$ cat src/rtl/assert_macros.svh
// Assertion macros shared by the deframer RTL.
`ifndef ASSERT_MACROS_SVH
`define ASSERT_MACROS_SVH

// Expression must hold at every clock edge outside reset.
`define MPD_ASSERT(label, expr, msg) \
  label: assert property (@(posedge clk) disable iff (rst) (expr)) else $error(msg);

// Same-cycle implication checked at every clock edge outside reset.
`define MPD_ASSERT_IMP(label, ante, cons, msg) \
  label: assert property (@(posedge clk) disable iff (rst) (ante) |-> (cons)) else $error(msg);

`endif

$ cat src/rtl/mpd_pkg.sv
// Types and constants of the meter packet deframer.
package mpd_pkg;

  localparam int IDX_W       = 5;
  localparam int FIELD_DEPTH = 20;
  localparam int FIELD_AW    = 5;

  localparam logic [7:0]       HEAD_BYTE    = 8'h55;
  localparam logic [IDX_W-1:0] PKT_LEN_IDX  = 5'd22;
  localparam logic [IDX_W-1:0] SUM_LAST_IDX = 5'd21;

  typedef enum logic {
    KIND_BYTE    = 1'b0,
    KIND_TIMEOUT = 1'b1
  } kind_t;

  typedef enum logic [1:0] {
    RES_OK         = 2'd0,
    RES_BAD_HEADER = 2'd1,
    RES_BAD_SUM    = 2'd2,
    RES_TIMEOUT    = 2'd3
  } result_code_t;

  typedef struct packed {
    kind_t      kind;
    logic [7:0] rx_byte;
    logic       frame_start;
  } in_item_t;

  typedef struct packed {
    result_code_t       result_code;
    logic [23:0]        current_rms;
    logic [23:0]        voltage_rms;
    logic [23:0]        fast_current_rms;
    logic signed [23:0] active_power;
    logic [23:0]        pulse_count;
    logic [15:0]        line_period;
    logic [7:0]         chip_status;
  } res_item_t;

  typedef struct packed {
    logic      res_valid;
    res_item_t res;
  } trk_out_t;

endpackage

$ cat src/rtl/mpd_ifs.sv
// Valid/ready channel interfaces for received bytes and packet results.
interface mpd_in_if;
  logic       valid;
  logic       ready;
  logic       kind;
  logic [7:0] rx_byte;
  logic       frame_start;

  modport source (output valid, kind, rx_byte, frame_start, input ready);
  modport sink (input valid, kind, rx_byte, frame_start, output ready);
endinterface

interface mpd_out_if;
  logic               valid;
  logic               ready;
  logic [1:0]         result_code;
  logic [23:0]        current_rms;
  logic [23:0]        voltage_rms;
  logic [23:0]        fast_current_rms;
  logic signed [23:0] active_power;
  logic [23:0]        pulse_count;
  logic [15:0]        line_period;
  logic [7:0]         chip_status;

  modport source (output valid, result_code, current_rms, voltage_rms, fast_current_rms,
                  active_power, pulse_count, line_period, chip_status, input ready);
  modport sink (input valid, result_code, current_rms, voltage_rms, fast_current_rms,
                active_power, pulse_count, line_period, chip_status, output ready);
endinterface

$ cat src/rtl/mpd_in_stage.sv
// Input register of the deframer.
`include "assert_macros.svh"

module mpd_in_stage (
  input  logic              clk,
  input  logic              rst,
  mpd_in_if.sink            bytes,
  input  logic              advance,
  output logic              valid,
  output mpd_pkg::in_item_t item
);
  import mpd_pkg::*;

  logic load;

  assign bytes.ready = !valid || advance;
  assign load        = bytes.valid && bytes.ready;

  always_ff @(posedge clk) begin
    if (rst) begin
      valid <= 1'b0;
    end else if (load) begin
      valid <= 1'b1;
    end else if (advance) begin
      valid <= 1'b0;
    end
  end

  always_ff @(posedge clk) begin
    if (load) begin
      item.kind        <= kind_t'(bytes.kind);
      item.rx_byte     <= bytes.rx_byte;
      item.frame_start <= bytes.frame_start;
    end
  end

  // a held item is never overwritten before it moves on
  `MPD_ASSERT(a_no_overwrite, !(load && valid && !advance), "input stage overwritten")
  `MPD_ASSERT_IMP(a_adv_valid, advance, valid, "advance without item")

endmodule

$ cat src/rtl/mpd_frame_tracker.sv
// Frame state: byte index, running sum, header flag and payload bytes.
`include "assert_macros.svh"

module mpd_frame_tracker (
  input  logic              clk,
  input  logic              rst,
  input  mpd_pkg::in_item_t item,
  input  logic              advance,
  output mpd_pkg::trk_out_t trk
);
  import mpd_pkg::*;

  logic [IDX_W-1:0]    byte_index, byte_index_next;
  logic [7:0]          running_sum, running_sum_next;
  logic                header_good, header_good_next;
  logic                frame_active, frame_active_next;
  logic [7:0]          field_bytes [FIELD_DEPTH];

  logic                eff_active;
  logic [IDX_W-1:0]    eff_idx;
  logic [7:0]          eff_sum;
  logic                field_we;
  logic [FIELD_AW-1:0] field_addr;

  always_comb begin
    eff_active = item.frame_start || frame_active;
    eff_idx    = item.frame_start ? '0 : byte_index;
    eff_sum    = item.frame_start ? 8'd0 : running_sum;
    field_addr = FIELD_AW'(eff_idx - 5'd1);

    byte_index_next   = byte_index;
    running_sum_next  = running_sum;
    header_good_next  = header_good;
    frame_active_next = frame_active;
    field_we          = 1'b0;
    trk               = '0;

    if (item.kind == KIND_TIMEOUT) begin
      frame_active_next   = 1'b0;
      byte_index_next     = '0;
      running_sum_next    = 8'd0;
      trk.res_valid       = 1'b1;
      trk.res.result_code = RES_TIMEOUT;
    end else if (eff_active) begin
      if (eff_idx >= PKT_LEN_IDX) begin
        // runaway index: drop the frame quietly
        frame_active_next = 1'b0;
        byte_index_next   = '0;
        running_sum_next  = eff_sum;
      end else if (eff_idx < SUM_LAST_IDX) begin
        frame_active_next = 1'b1;
        running_sum_next  = eff_sum + item.rx_byte;
        byte_index_next   = eff_idx + 5'd1;
        if (eff_idx == '0) begin
          header_good_next = (item.rx_byte == HEAD_BYTE);
        end else begin
          field_we = 1'b1;
        end
      end else begin
        // checksum byte closes the frame
        frame_active_next = 1'b0;
        byte_index_next   = '0;
        running_sum_next  = 8'd0;
        trk.res_valid     = 1'b1;
        if (!header_good) begin
          trk.res.result_code = RES_BAD_HEADER;
        end else if (~eff_sum != item.rx_byte) begin
          trk.res.result_code = RES_BAD_SUM;
        end else begin
          trk.res.result_code      = RES_OK;
          trk.res.current_rms      = {field_bytes[2], field_bytes[1], field_bytes[0]};
          trk.res.voltage_rms      = {field_bytes[5], field_bytes[4], field_bytes[3]};
          trk.res.fast_current_rms = {field_bytes[8], field_bytes[7], field_bytes[6]};
          trk.res.active_power     = $signed({field_bytes[11], field_bytes[10],
                                              field_bytes[9]});
          trk.res.pulse_count      = {field_bytes[14], field_bytes[13], field_bytes[12]};
          trk.res.line_period      = {field_bytes[16], field_bytes[15]};
          trk.res.chip_status      = field_bytes[18];
        end
      end
    end
  end

  always_ff @(posedge clk) begin
    if (rst) begin
      byte_index   <= '0;
      running_sum  <= 8'd0;
      header_good  <= 1'b0;
      frame_active <= 1'b0;
    end else if (advance) begin
      byte_index   <= byte_index_next;
      running_sum  <= running_sum_next;
      header_good  <= header_good_next;
      frame_active <= frame_active_next;
    end
  end

  always_ff @(posedge clk) begin
    for (int i = 0; i < FIELD_DEPTH; i++) begin
      if (advance && field_we && field_addr == FIELD_AW'(i)) begin
        field_bytes[i] <= item.rx_byte;
      end
    end
  end

  `MPD_ASSERT(a_idx_range, byte_index <= SUM_LAST_IDX, "byte index past checksum byte")
  `MPD_ASSERT_IMP(a_idle_idx, !frame_active, byte_index == '0, "index nonzero outside frame")

endmodule

$ cat src/rtl/mpd_out_stage.sv
// Result register driving the output channel.
`include "assert_macros.svh"

module mpd_out_stage (
  input  logic               clk,
  input  logic               rst,
  input  logic               load,
  input  mpd_pkg::res_item_t res,
  output logic               slot_free,
  mpd_out_if.source          results
);
  import mpd_pkg::*;

  logic      valid;
  res_item_t data;

  assign slot_free = !valid || results.ready;

  always_ff @(posedge clk) begin
    if (rst) begin
      valid <= 1'b0;
    end else if (load) begin
      valid <= 1'b1;
    end else if (results.ready) begin
      valid <= 1'b0;
    end
  end

  always_ff @(posedge clk) begin
    if (load) begin
      data <= res;
    end
  end

  assign results.valid            = valid;
  assign results.result_code      = data.result_code;
  assign results.current_rms      = data.current_rms;
  assign results.voltage_rms      = data.voltage_rms;
  assign results.fast_current_rms = data.fast_current_rms;
  assign results.active_power     = data.active_power;
  assign results.pulse_count      = data.pulse_count;
  assign results.line_period      = data.line_period;
  assign results.chip_status      = data.chip_status;

  // a waiting result is never replaced
  `MPD_ASSERT(a_no_clobber, !(load && valid && !results.ready), "result overwritten")

endmodule

$ cat src/rtl/meter_packet_deframer_unit.sv
// Top level of the meter packet deframer.
//
//   channel   dir  payload                                    item
//   bytes     in   kind, rx_byte, frame_start                 one received byte or timeout
//   results   out  result_code, three RMS values, power,      one finished packet or timeout
//                  pulse_count, line_period, chip_status
//
// One item per cycle unless a result meets a full result register. An accepted
// item waits in the input register; its result, if any, is registered as it leaves.
// rst (synchronous) clears both stage valids and the frame state; payload
// bytes are not cleared, every frame writes them before its checksum byte.
// A stall on results holds the result register; the input register holds
// only an item that makes a result while that register is still full.
module meter_packet_deframer_unit (
  input  logic      clk,
  input  logic      rst,
  mpd_in_if.sink    bytes,
  mpd_out_if.source results
);
  import mpd_pkg::*;

  logic      stage_valid;
  in_item_t  stage_item;
  trk_out_t  trk;
  logic      slot_free;
  logic      advance;

  // byte items with no result move on even when the result side stalls
  assign advance = stage_valid && (!trk.res_valid || slot_free);

  mpd_in_stage u_in_stage (
    .clk     (clk),
    .rst     (rst),
    .bytes   (bytes),
    .advance (advance),
    .valid   (stage_valid),
    .item    (stage_item)
  );

  mpd_frame_tracker u_tracker (
    .clk     (clk),
    .rst     (rst),
    .item    (stage_item),
    .advance (advance),
    .trk     (trk)
  );

  mpd_out_stage u_out_stage (
    .clk       (clk),
    .rst       (rst),
    .load      (advance && trk.res_valid),
    .res       (trk.res),
    .slot_free (slot_free),
    .results   (results)
  );

endmodule
$ cat src/flat_wrapper.sv
// flat-port wrapper written by rule: the top's interface ports become plain ports
module meter_packet_deframer_unit_flat import mpd_pkg::*;
  (clk, rst, bytes_valid, bytes_kind, bytes_rx_byte, bytes_frame_start, bytes_ready, results_valid, results_result_code, results_current_rms, results_voltage_rms, results_fast_current_rms, results_active_power, results_pulse_count, results_line_period, results_chip_status, results_ready);
  mpd_in_if bytes_i ();
  mpd_out_if results_i ();
  input  logic clk;
  input  logic rst;
  input wire logic [$bits(bytes_i.valid)-1:0] bytes_valid;
  input wire logic [$bits(bytes_i.kind)-1:0] bytes_kind;
  input wire logic [$bits(bytes_i.rx_byte)-1:0] bytes_rx_byte;
  input wire logic [$bits(bytes_i.frame_start)-1:0] bytes_frame_start;
  output wire logic [$bits(bytes_i.ready)-1:0] bytes_ready;
  output wire logic [$bits(results_i.valid)-1:0] results_valid;
  output wire logic [$bits(results_i.result_code)-1:0] results_result_code;
  output wire logic [$bits(results_i.current_rms)-1:0] results_current_rms;
  output wire logic [$bits(results_i.voltage_rms)-1:0] results_voltage_rms;
  output wire logic [$bits(results_i.fast_current_rms)-1:0] results_fast_current_rms;
  output wire logic [$bits(results_i.active_power)-1:0] results_active_power;
  output wire logic [$bits(results_i.pulse_count)-1:0] results_pulse_count;
  output wire logic [$bits(results_i.line_period)-1:0] results_line_period;
  output wire logic [$bits(results_i.chip_status)-1:0] results_chip_status;
  input wire logic [$bits(results_i.ready)-1:0] results_ready;
  assign bytes_i.valid = bytes_valid;
  assign bytes_i.kind = bytes_kind;
  assign bytes_i.rx_byte = bytes_rx_byte;
  assign bytes_i.frame_start = bytes_frame_start;
  assign bytes_ready = bytes_i.ready;
  assign results_valid = results_i.valid;
  assign results_result_code = results_i.result_code;
  assign results_current_rms = results_i.current_rms;
  assign results_voltage_rms = results_i.voltage_rms;
  assign results_fast_current_rms = results_i.fast_current_rms;
  assign results_active_power = results_i.active_power;
  assign results_pulse_count = results_i.pulse_count;
  assign results_line_period = results_i.line_period;
  assign results_chip_status = results_i.chip_status;
  assign results_i.ready = results_ready;
  meter_packet_deframer_unit u_core (.clk(clk), .rst(rst), .bytes(bytes_i), .results(results_i));
endmodule
$ cat config.mk
export PLATFORM = sky130hd
export DESIGN_NAME = meter_packet_deframer_unit_flat
export DESIGN_NICKNAME = d
export VERILOG_FILES = /design/src/rtl/mpd_pkg.sv /design/src/rtl/mpd_ifs.sv /design/src/rtl/mpd_in_stage.sv /design/src/rtl/mpd_frame_tracker.sv /design/src/rtl/mpd_out_stage.sv /design/src/rtl/meter_packet_deframer_unit.sv /design/src/flat_wrapper.sv
export VERILOG_INCLUDE_DIRS = /design/src /design/src/rtl
export SDC_FILE = /design/constraint.sdc
export NUM_CORES = 1
export LEC_CHECK = 0
export BUFFER_PORTS_ARGS = -buffer_cell sky130_fd_sc_hd__buf_2
export CORE_MARGIN = 4
export CORE_UTILIZATION = 57
export CTS_CLUSTER_SIZE = 10
export DETAILED_ROUTE_END_ITERATION = 16
export PLACE_DENSITY = 0.79
export SYNTH_ARGS = -nofsm -noshare
export SYNTH_HDL_FRONTEND = slang
export SYNTH_SLANG_ARGS = --single-unit
$ cat constraint.sdc
create_clock -name clk -period 10.1 [get_ports clk]
set_clock_uncertainty 0.05 [all_clocks]
set_input_delay 2.02 -clock clk [delete_from_list [all_inputs] [get_ports clk]]
set_output_delay 2.02 -clock clk [all_outputs]
set_load 0.02 [all_outputs]
* Word level (Yosys, flattened, before mapping) *
Memory sizes are Yosys's and may differ from the RTL's.
Cells that the tools add are included.

word-level totals
  flip-flop bits (word level) = 173
  word-level logic and storage cells = 235
  memory bits (writable) = 160
  memories kept = 1
  bits of input ports = 14
  output and inout bits = 148

cells by class
  bitwise operators = 5
  $lt $le $gt $ge = 2
  eq/ne operators = 21
  reduce and logical (&&, ||, !) cells = 58
  multiplexer cells = 128
  add/subtract/negate cells = 3

memories
  name                          depth  bits a word  rd ports  clocked after memory_dff  wr ports  RTL line                 RTL
  u_core.u_tracker.field_bytes  20     8            18        0                         1         mpd_frame_tracker.sv:17  logic [7:0] field_bytes [FIELD_DEPTH];

operators by type and width
  cell                                                  number
  2-to-1 mux 147 bit                                    3
  2-to-1 mux 144 bit                                    2
  2-to-1 mux 8 bit                                      24
  OR reduction 8 bit                                    19
  2-to-1 mux 5 bit                                      24
  2-to-1 mux 1 bit                                      72
  equality test 5 x 4 -> 1 bit (second input constant)  8
  logical AND 1 bit                                     24
  equality test 5 x 3 -> 1 bit (second input constant)  4
  equality test 5 bit (second input constant)           4
  equality test 5 x 2 -> 1 bit (second input constant)  2
  zero test 5 bit                                       2
  adder 8 bit                                           1
  equality test 8 x 7 -> 1 bit (second input constant)  1
  != test 8 bit                                         1
  NOT 8 bit                                             1
  AND reduction 6 bit                                   1
  nonzero test 2 bit                                    3
  OR reduction 6 bit                                    1
  adder 5 x 1 -> 5 bit (second input constant)          1
  equality test 5 x 1 -> 1 bit (second input constant)  1
  >= comparator 5 bit (second input constant)           1
  less-than comparator 5 bit (second input constant)    1
  subtractor 5 x 1 -> 5 bit (second input constant)     1
  6 further kinds                                       15

* Logic depth before layout (Yosys ltp) *
Gate-level depths: netlist of the first run.

  depth after elaboration = 36
  mapped depth = 13
  gate-level depth less buffers = 8

* Hierarchy *
A second synthesis of the first run with hierarchy kept.

second synthesis, totals
  cells, all modules = 681
  area total of the unflattened synthesis = 11659.9 sq um

modules (own cells, without submodules)
  module                      area each (sq um)  seq. area each (sq um)  times used  cells each
  mpd_frame_tracker           6855.3             4624.4                  1           513
  mpd_out_stage               4430.5             4404.2                  1           150
  mpd_in_stage                355.3              320.3                   1           15
  meter_packet_deframer_unit  18.8               0.0                     1           3

* Worst setup path after synthesis of the first run *
No wires, ideal clock.

  path type = input-to-reg
  start = input port results_ready
  end = register u_core.u_out_stage.data, in the netlist u_core.u_out_stage.results.active_power[0] (enable)
  setup time = 654 ps
  setup slack = 1256 ps
  required time = 9396 ps
  arrival = 8141 ps
  path buffers = 0
  cell stages on the path = 2
  cells stage by stage = nor2b_1 > nor2_1

on the way
  cells in the longest elaborated chain, start to end = 4

ends and longest elaborated chain
  element                      RTL line                          RTL
  start, declared              flat_wrapper.sv:22                input wire logic [$bits(results_i.ready)-1:0] results_ready;
  logical OR 1 bit             mpd_out_stage.sv:17               assign slot_free = !valid || results.ready;
  logical OR 1 bit             meter_packet_deframer_unit.sv:29  assign advance = stage_valid && (!trk.res_valid || slot_free);
  logical AND 1 bit            meter_packet_deframer_unit.sv:29
  logical AND 1 bit            meter_packet_deframer_unit.sv:51  .load (advance && trk.res_valid),
  net u_core.u_out_stage.load  mpd_out_stage.sv:7                input logic load,
  end signal, assigned         mpd_out_stage.sv:31               data <= res;
  end, declared                mpd_out_stage.sv:15               res_item_t data;

The timed path passes the listed nets, and every way through them passes these cells.
A chain may end at the register's enable or synchronous reset.

* Worst setup path after layout of the first run *
  start = register, netlist name u_core.u_in_stage.item[0]
  end = output port bytes_ready

on the way
  cells in the longest elaborated chain, start to end = 10
  elaborated cells on any way between the ends = 12
  classes of those cells = order compare: 2; mux: 5; reduce/logical: 5

ends and longest elaborated chain
  element                     RTL line                          RTL
  2-to-1 mux 5 bit            mpd_frame_tracker.sv:27           eff_idx = item.frame_start ? '0 : byte_index;
  less-than comparator 5 bit  mpd_frame_tracker.sv:50           end else if (eff_idx < SUM_LAST_IDX) begin
  2-to-1 mux 147 bit          mpd_frame_tracker.sv:50
  2-to-1 mux 147 bit          mpd_frame_tracker.sv:45           if (eff_idx >= PKT_LEN_IDX) begin
  2-to-1 mux 147 bit *        mpd_frame_tracker.sv:44           end else if (eff_active) begin
  2-to-1 mux 3 bit *          mpd_frame_tracker.sv:38           if (item.kind == KIND_TIMEOUT) begin
  zero test 1 bit *           meter_packet_deframer_unit.sv:29
  logical OR 1 bit *          meter_packet_deframer_unit.sv:29
  logical AND 1 bit *         meter_packet_deframer_unit.sv:29
  logical OR 1 bit *          mpd_in_stage.sv:16                assign bytes.ready = !valid || advance;
  end, declared               flat_wrapper.sv:12                output wire logic [$bits(bytes_i.ready)-1:0] bytes_ready;

Mark *: on every way between the ends. The rest lies on a longest branch, timed or not.

==> impl_metrics.json, run 1 <==
{
  "cp_data_required_time_ns": 8.03,
  "synth_area_um2": 11800,
  "antenna_cells": 0,
  "post-route-period-util_pct": 52.6,
  "clockBufferDepth": 3,
  "peakVddDrop_v": 0.000154,
  "leakagePower_uw": 0.00510,
  "cp-start-kind": "flip-flop",
  "first_global_vias": 6281,
  "maxCapViolCount": 0,
  "hold_buffers": 0,
  "clk_pin_slew_ns": 0.05,
  "placed_cells": 1118,
  "nets": 911,
  "rsz0062_at_grt": "false",
  "powerDensity_nw_per_um2": 194,
  "tightest_slew_ns": 1.20,
  "drive_gt1_share_pct": 24.5,
  "cts_sinks": 317,
  "cp_slowest_stage_delay_ns": 0.92,
  "synth-main-ff-cell": "edfxtp_1",
  "die_h_um": 152,
  "track_usage_pct": 19.5,
  "htreeDepth": 2,
  "fin_setup_tns_ns": 0,
  "viasPerCell": 5.27,
  "ant_nets": 0,
  "grt-ovfl-total": 0,
  "synth_seq_cells": 317,
  "worstHoldStart": "u_core.u_tracker.running_sum[0]",
  "grt_pass1_wl_um": 35400,
  "worstPathMaxFanout": 27,
  "synth_edf_count": 300,
  "hold_viol_final": 0,
  "postSynthAreaPerCell_um2": 16.6,
  "ctsResizeCount": 0,
  "syn_to_final_growth_pct": 17.8,
  "fin_cells": 1180,
  "slew-limit-headroom_pct": 19.1,
  "portBuffers": 161,
  "dp_hpwl_um": 12800,
  "clk_latency_ns": 0.50,
  "finalMaxSlewViolations": 0,
  "numCtsBuffers": 37,
  "synth_cell_types": 63,
  "gp_congestion": 0.892,
  "crit_type": "reg2out",
  "synth_warnings": 0,
  "first_iter_violations": 482,
  "routed_wl_um": 21900,
  "crit_chain": "inv_1, nand2_1, ha_1, o21ai_0, a21oi_1, nor3b_4, o211ai_1, buf_2",
  "arrival_ns": 3.24,
  "post_drt_wl_per_cell_um": 18.6,
  "ios": 162,
  "yosysSeqAreaShare_pct": 79.3,
  "fin_ws_ns": 4.79,
  "endpoint_kind": "primary output",
  "outcome": "completed",
  "reg2reg_from": "u_core.u_in_stage.item[0]",
  "fillers": 1361,
  "hp-class": "reg2reg",
  "start_util_pct": 58.1,
  "grt_max_degree": 147,
  "max_freq_ghz": 0.188,
  "rows": 52,
  "drc": 0,
  "synthCells": 709,
  "first_pass_iters": 5,
  "slowest_stage": "edfxtp_1",
  "antenna_found_initial": 0,
  "dp_slack_ns": 5.28,
  "setup_viol": 0,
  "cts-root-buf": "clkbuf_16",
  "cts_tree": "yes",
  "vias": 6218,
  "dpl_cell_area_um2": 12800,
  "synthesis.nets": 733,
  "fin_crit_ns": 5.31,
  "synthArstFlopShare_pct": 0,
  "startpoint": "u_core.u_in_stage.item[0]",
  "coreArea_um2": 20300,
  "die_area_um2": 23100,
  "p_total_uw": 2690,
  "die_w_um": 152,
  "final_area_um2": 13900,
  "post-cts-setup-buffer-count": 0
}
stage by stage:
step           util (%)  hold slack [ns]
3_5_place_dp       63.2            0.416
5_1_grt            68.4            0.445
3_3_place_gp       63.2            0.410
2_1_floorplan         -            0.399
4_1_cts            68.4            0.423
6_report           68.4            0.423
layout by cell type, fill, tap and decap left out, types with 2 or more instances in the layout:
master and n:
nor4_1 3, nand3_1 5, a22o_1 2, xor2_1 2, buf_4 9, mux2i_1 2
xnor2_1 5, a21o_1 2, or4_1 5, or2_2 2, clkbuf_1 21, nor2b_1 8
nand2b_1 5, or3_1 3, nor3_1 7, a21oi_1 20, buf_2 161, nand2_1 16
nor2_1 34, a211oi_1 3, nand4_1 4, o21ai_0 18, and2_1 145, clkbuf_16 37
edfxtp_1 300, o211ai_1 6, ha_1 10, inv_1 13, and3b_1 2, o311ai_1 2
a31oi_1 6, clkinv_8 2, dfxtp_1 17
power breakdown:
part / internal, µW / total (µW) / leakage, µW / switching [µW]
Sequential: 1450 / 1460 / 0.00297 / 9.68
Combinational: 20.3 / 77.1 / 0.00163 / 56.8
Clock: 690 / 1150 / 0.000506 / 463
metal layers:
layer | wire length (µm) | part of all wire, % | vias up | global-route usage, %
li1 | - | - | 2969 | -
met1 | 8860 | 40 | 2986 | 26.0
met2 | 11000 | 50 | 221 | 32.3
met3 | 1520 | 6.9 | 42 | 3.98
met4 | 559 | 2.6 | 0 | 6.68
met5 | 0 | 0 | - | 0
Yosys cell counts, drive strengths merged (3+ instances only):
master	number	area share, %
a211oi	3	0.19
a21oi	20	0.85
a31oi	6	0.32
and2	146	7.8
buf	16	1.2
clkbuf	16	0.59
dfxtp	17	2.9
edfxtp	300	76
ha	10	1.1
inv	13	0.41
nand2	16	0.51
nand2b	5	0.27
nand3	5	0.21
nand4	4	0.21
nor2	35	1.1
nor2b	9	0.50
nor3	7	0.30
nor4	3	0.16
o211ai	6	0.38
o21ai	18	0.76
o311ai	3	0.22
or3	3	0.16
or4	5	0.32
xnor2	5	0.37
flip-flops by register name, summed over array words and instances, names as in the netlist, 2 cells and up:
signal	cells
u_core.u_in_stage.item	10
u_core.u_tracker.byte_index	5
u_core.u_tracker.running_sum	8
u_core.u_out_stage.results.fast_current_rms	24
u_core.u_out_stage.results.result_code	2
u_core.u_out_stage.results.line_period	16
u_core.u_out_stage.results.current_rms	24
u_core.u_tracker.field_bytes	144
u_core.u_out_stage.results.active_power	24
u_core.u_out_stage.results.chip_status	8
u_core.u_out_stage.results.voltage_rms	24
u_core.u_out_stage.results.pulse_count	24
path summary, 6_finish.rpt:
| kind | to | slack (ns) | cells after the start |
|---|---|---|---|
| max | bytes_ready | 4.79 | 8 |
| max reg2reg | u_core.u_tracker.field_bytes[11][3] | 6.19 | 7 |
| min reg2reg | u_core.u_tracker.running_sum[0] | 0.42 | 2 |
| min | u_core.u_tracker.running_sum[0] | 0.42 | 2 |
critical path, delay by kind of cell, from the launching register on:
kind	cells	cell delay [ns]
adder cells (fa/ha/maj)	1	0.22
AO/OA/AOI/OAI	3	0.75
AND/OR/NAND/NOR	2	0.33
flip-flops	1	0.92
buffers and inverters	2	0.51
cell families after synthesis:
kind of cell,after synthesis,share of synthesized area [%]
buf+inv,45,2.16
xor+xnor,7,0.520
simple gates,249,12.4
mux,2,0.170
flops,317,79.3
fa+ha+maj,10,1.06
compound gates,79,4.44
final cells by class:
class	count	area, µm²	area share (%)
well taps	270	338	2.43
flip-flops and latches	317	9350	67.3
clock inverters	3	41.3	0.297
inverters	13	48.8	0.351
clock buffers	59	1020	7.33
repair buffers	171	893	6.43
multi-input cells	347	2200	15.9
Note: power is estimated with default switching activity, not from simulation.
==> inputs of run 2 (changes only) <==
Clock period 10.1 ns to 5.55 ns, I/O delays scaled along.
==> run 2 against run 1 <==
  * Global-route usage shrank 0.098 points
  * First-iteration DRC count rose by 0.21%
  * Final area barely moved
  * Die area stayed put
  * Critical path type unchanged
==> impl_metrics.json, run 2 (synthesis gave the netlist of run 1 again) <==
{
  "first_pass_iters": 5,
  "antenna_found_initial": 0,
  "grt_max_degree": 145,
  "maxCapViolCount": 0,
  "fillers": 1313,
  "track_usage_pct": 19.4,
  "crit_chain": "buf_4, inv_1, nand2_1, ha_1, o21ai_0, a21oi_1, nor3b_4, o211ai_1, buf_2",
  "ctsResizeCount": 0,
  "syn_to_final_growth_pct": 17.7,
  "start_util_pct": 58.1,
  "crit_type": "reg2out",
  "fin_setup_tns_ns": 0,
  "grt-ovfl-total": 0,
  "finalMaxSlewViolations": 0,
  "die_h_um": 152,
  "fin_crit_ns": 3.97,
  "first_global_vias": 6324,
  "slew-limit-headroom_pct": 23.2,
  "nets": 914,
  "portBuffers": 161,
  "peakVddDrop_v": 0.000218,
  "clk_latency_ns": 0.51,
  "max_freq_ghz": 0.252,
  "ant_nets": 0,
  "reg2reg_depth": 9,
  "post-cts-setup-buffer-count": 0,
  "post-route-period-util_pct": 71.6,
  "cts_sinks": 317,
  "ios": 162,
  "hp-class": "reg2reg",
  "tightest_slew_ns": 1.15,
  "antenna_cells": 0,
  "drive_gt1_share_pct": 24.9,
  "drc": 0,
  "gp_congestion": 0.900,
  "cp-start-kind": "flip-flop",
  "largest_register_ffs": 144,
  "htreeDepth": 2,
  "worstPathMaxFanout": 27,
  "routed_wl_um": 22500,
  "layout_commonest_cell": "edfxtp_1",
  "first_iter_violations": 483,
  "rsz0062_at_grt": "false",
  "final_cell_mix": "edfxtp_1 (300), buf_2 (161), and2_1 (145)",
  "powerDensity_nw_per_um2": 353,
  "cp_slowest_stage_delay_ns": 0.38,
  "numCtsBuffers": 37,
  "arrival_ns": 2.81,
  "hold_viol_final": 0,
  "cts-root-buf": "clkbuf_16",
  "setup_viol": 0,
  "grt_pass1_wl_um": 35100,
  "die_area_um2": 23100,
  "cts_tree": "yes",
  "top_register": "u_core.u_tracker.field_bytes",
  "post_drt_wl_per_cell_um": 19.2,
  "endpoint_kind": "primary output",
  "finalCoreUtilization_pct": 68.4,
  "clockBufferDepth": 3,
  "cp_data_required_time_ns": 4.39,
  "hold_buffers": 0,
  "viasPerCell": 5.43,
  "slowest_stage": "a21oi_1",
  "vias": 6368,
  "clk_pin_slew_ns": 0.06,
  "die_w_um": 152,
  "coreArea_um2": 20300,
  "whs_path_depth": 2,
  "dp_hpwl_um": 13400,
  "outcome": "completed",
  "rows": 52,
  "leakagePower_uw": 0.00493
}
## run 2: cell count changes in the layout (fill, tap and decap cells not counted), sizes merged
cell / change
clkbuf: -9
clkinv: -2
buf: +3
## run 2: path summary, 6_finish.rpt
kind                                                                   to                       startpoint  slack, ns
worst min-delay path                      u_core.u_tracker.running_sum[0]  u_core.u_tracker.running_sum[0]       0.44
worst max-delay path                                          bytes_ready        u_core.u_in_stage.item[0]       1.58
worst max register to register  u_core.u_out_stage.results.voltage_rms[7]        u_core.u_in_stage.item[0]       2.05
worst min register to register            u_core.u_tracker.running_sum[0]  u_core.u_tracker.running_sum[0]       0.44
## run 2: report_power, final
part / total [µW] / internal [µW] / switching, µW / leakage (µW)
logic: 163 / 43.3 / 119 / 0.00157
clock network: 2080 / 1260 / 816 / 0.000498
registers: 2660 / 2650 / 17.3 / 0.00286
## run 2: cell type report
class / count / area [µm²] / share of cell area (%)
sequential: 317 / 9350 / 67.4
multi-input combinational: 347 / 2200 / 15.9
clock buffer: 50 / 1020 / 7.33
timing repair buffer: 174 / 916 / 6.60
tap: 270 / 338 / 2.43
inverter: 13 / 48.8 / 0.352
clock inverter: 1 / 8.76 / 0.0631
## run 2: stage by stage
step	power [µW]	hold slack, ns	std cells	setup WS (ns)	instance area, µm²
2_1_floorplan	2800	0.399	709	0.975	11800
3_3_place_gp	2870	0.410	1121	2.16	12900
3_5_place_dp	2870	0.427	1121	2.12	12900
4_1_cts	4930	0.434	1172	1.59	13900
5_1_grt	5070	0.456	1172	1.41	13900
6_report	4900	0.437	1172	1.58	13900
## run 2: critical path: cells and delay by family (launching register included)
family                     cells  cell delay [ns]
and+or+nand+nor                2             0.29
DFF                            1             0.32
AOI/OAI and AO/OA              3             0.78
adders and majority gates      1             0.21
buffers and inverters          3             0.70
## run 2: layer usage
| metal | wire [µm] | GRT usage (%) | share of wire, % | vias up |
|---|---|---|---|---|
| li1 | - | - | - | 2967 |
| met3 | 1540 | 4.41 | 6.8 | 40 |
| met4 | 501 | 6.85 | 2.2 | 0 |
| met2 | 11400 | 32.1 | 51 | 257 |
| met1 | 9020 | 25.5 | 40 | 3104 |
| met5 | 0 | 0 | 0 | - |
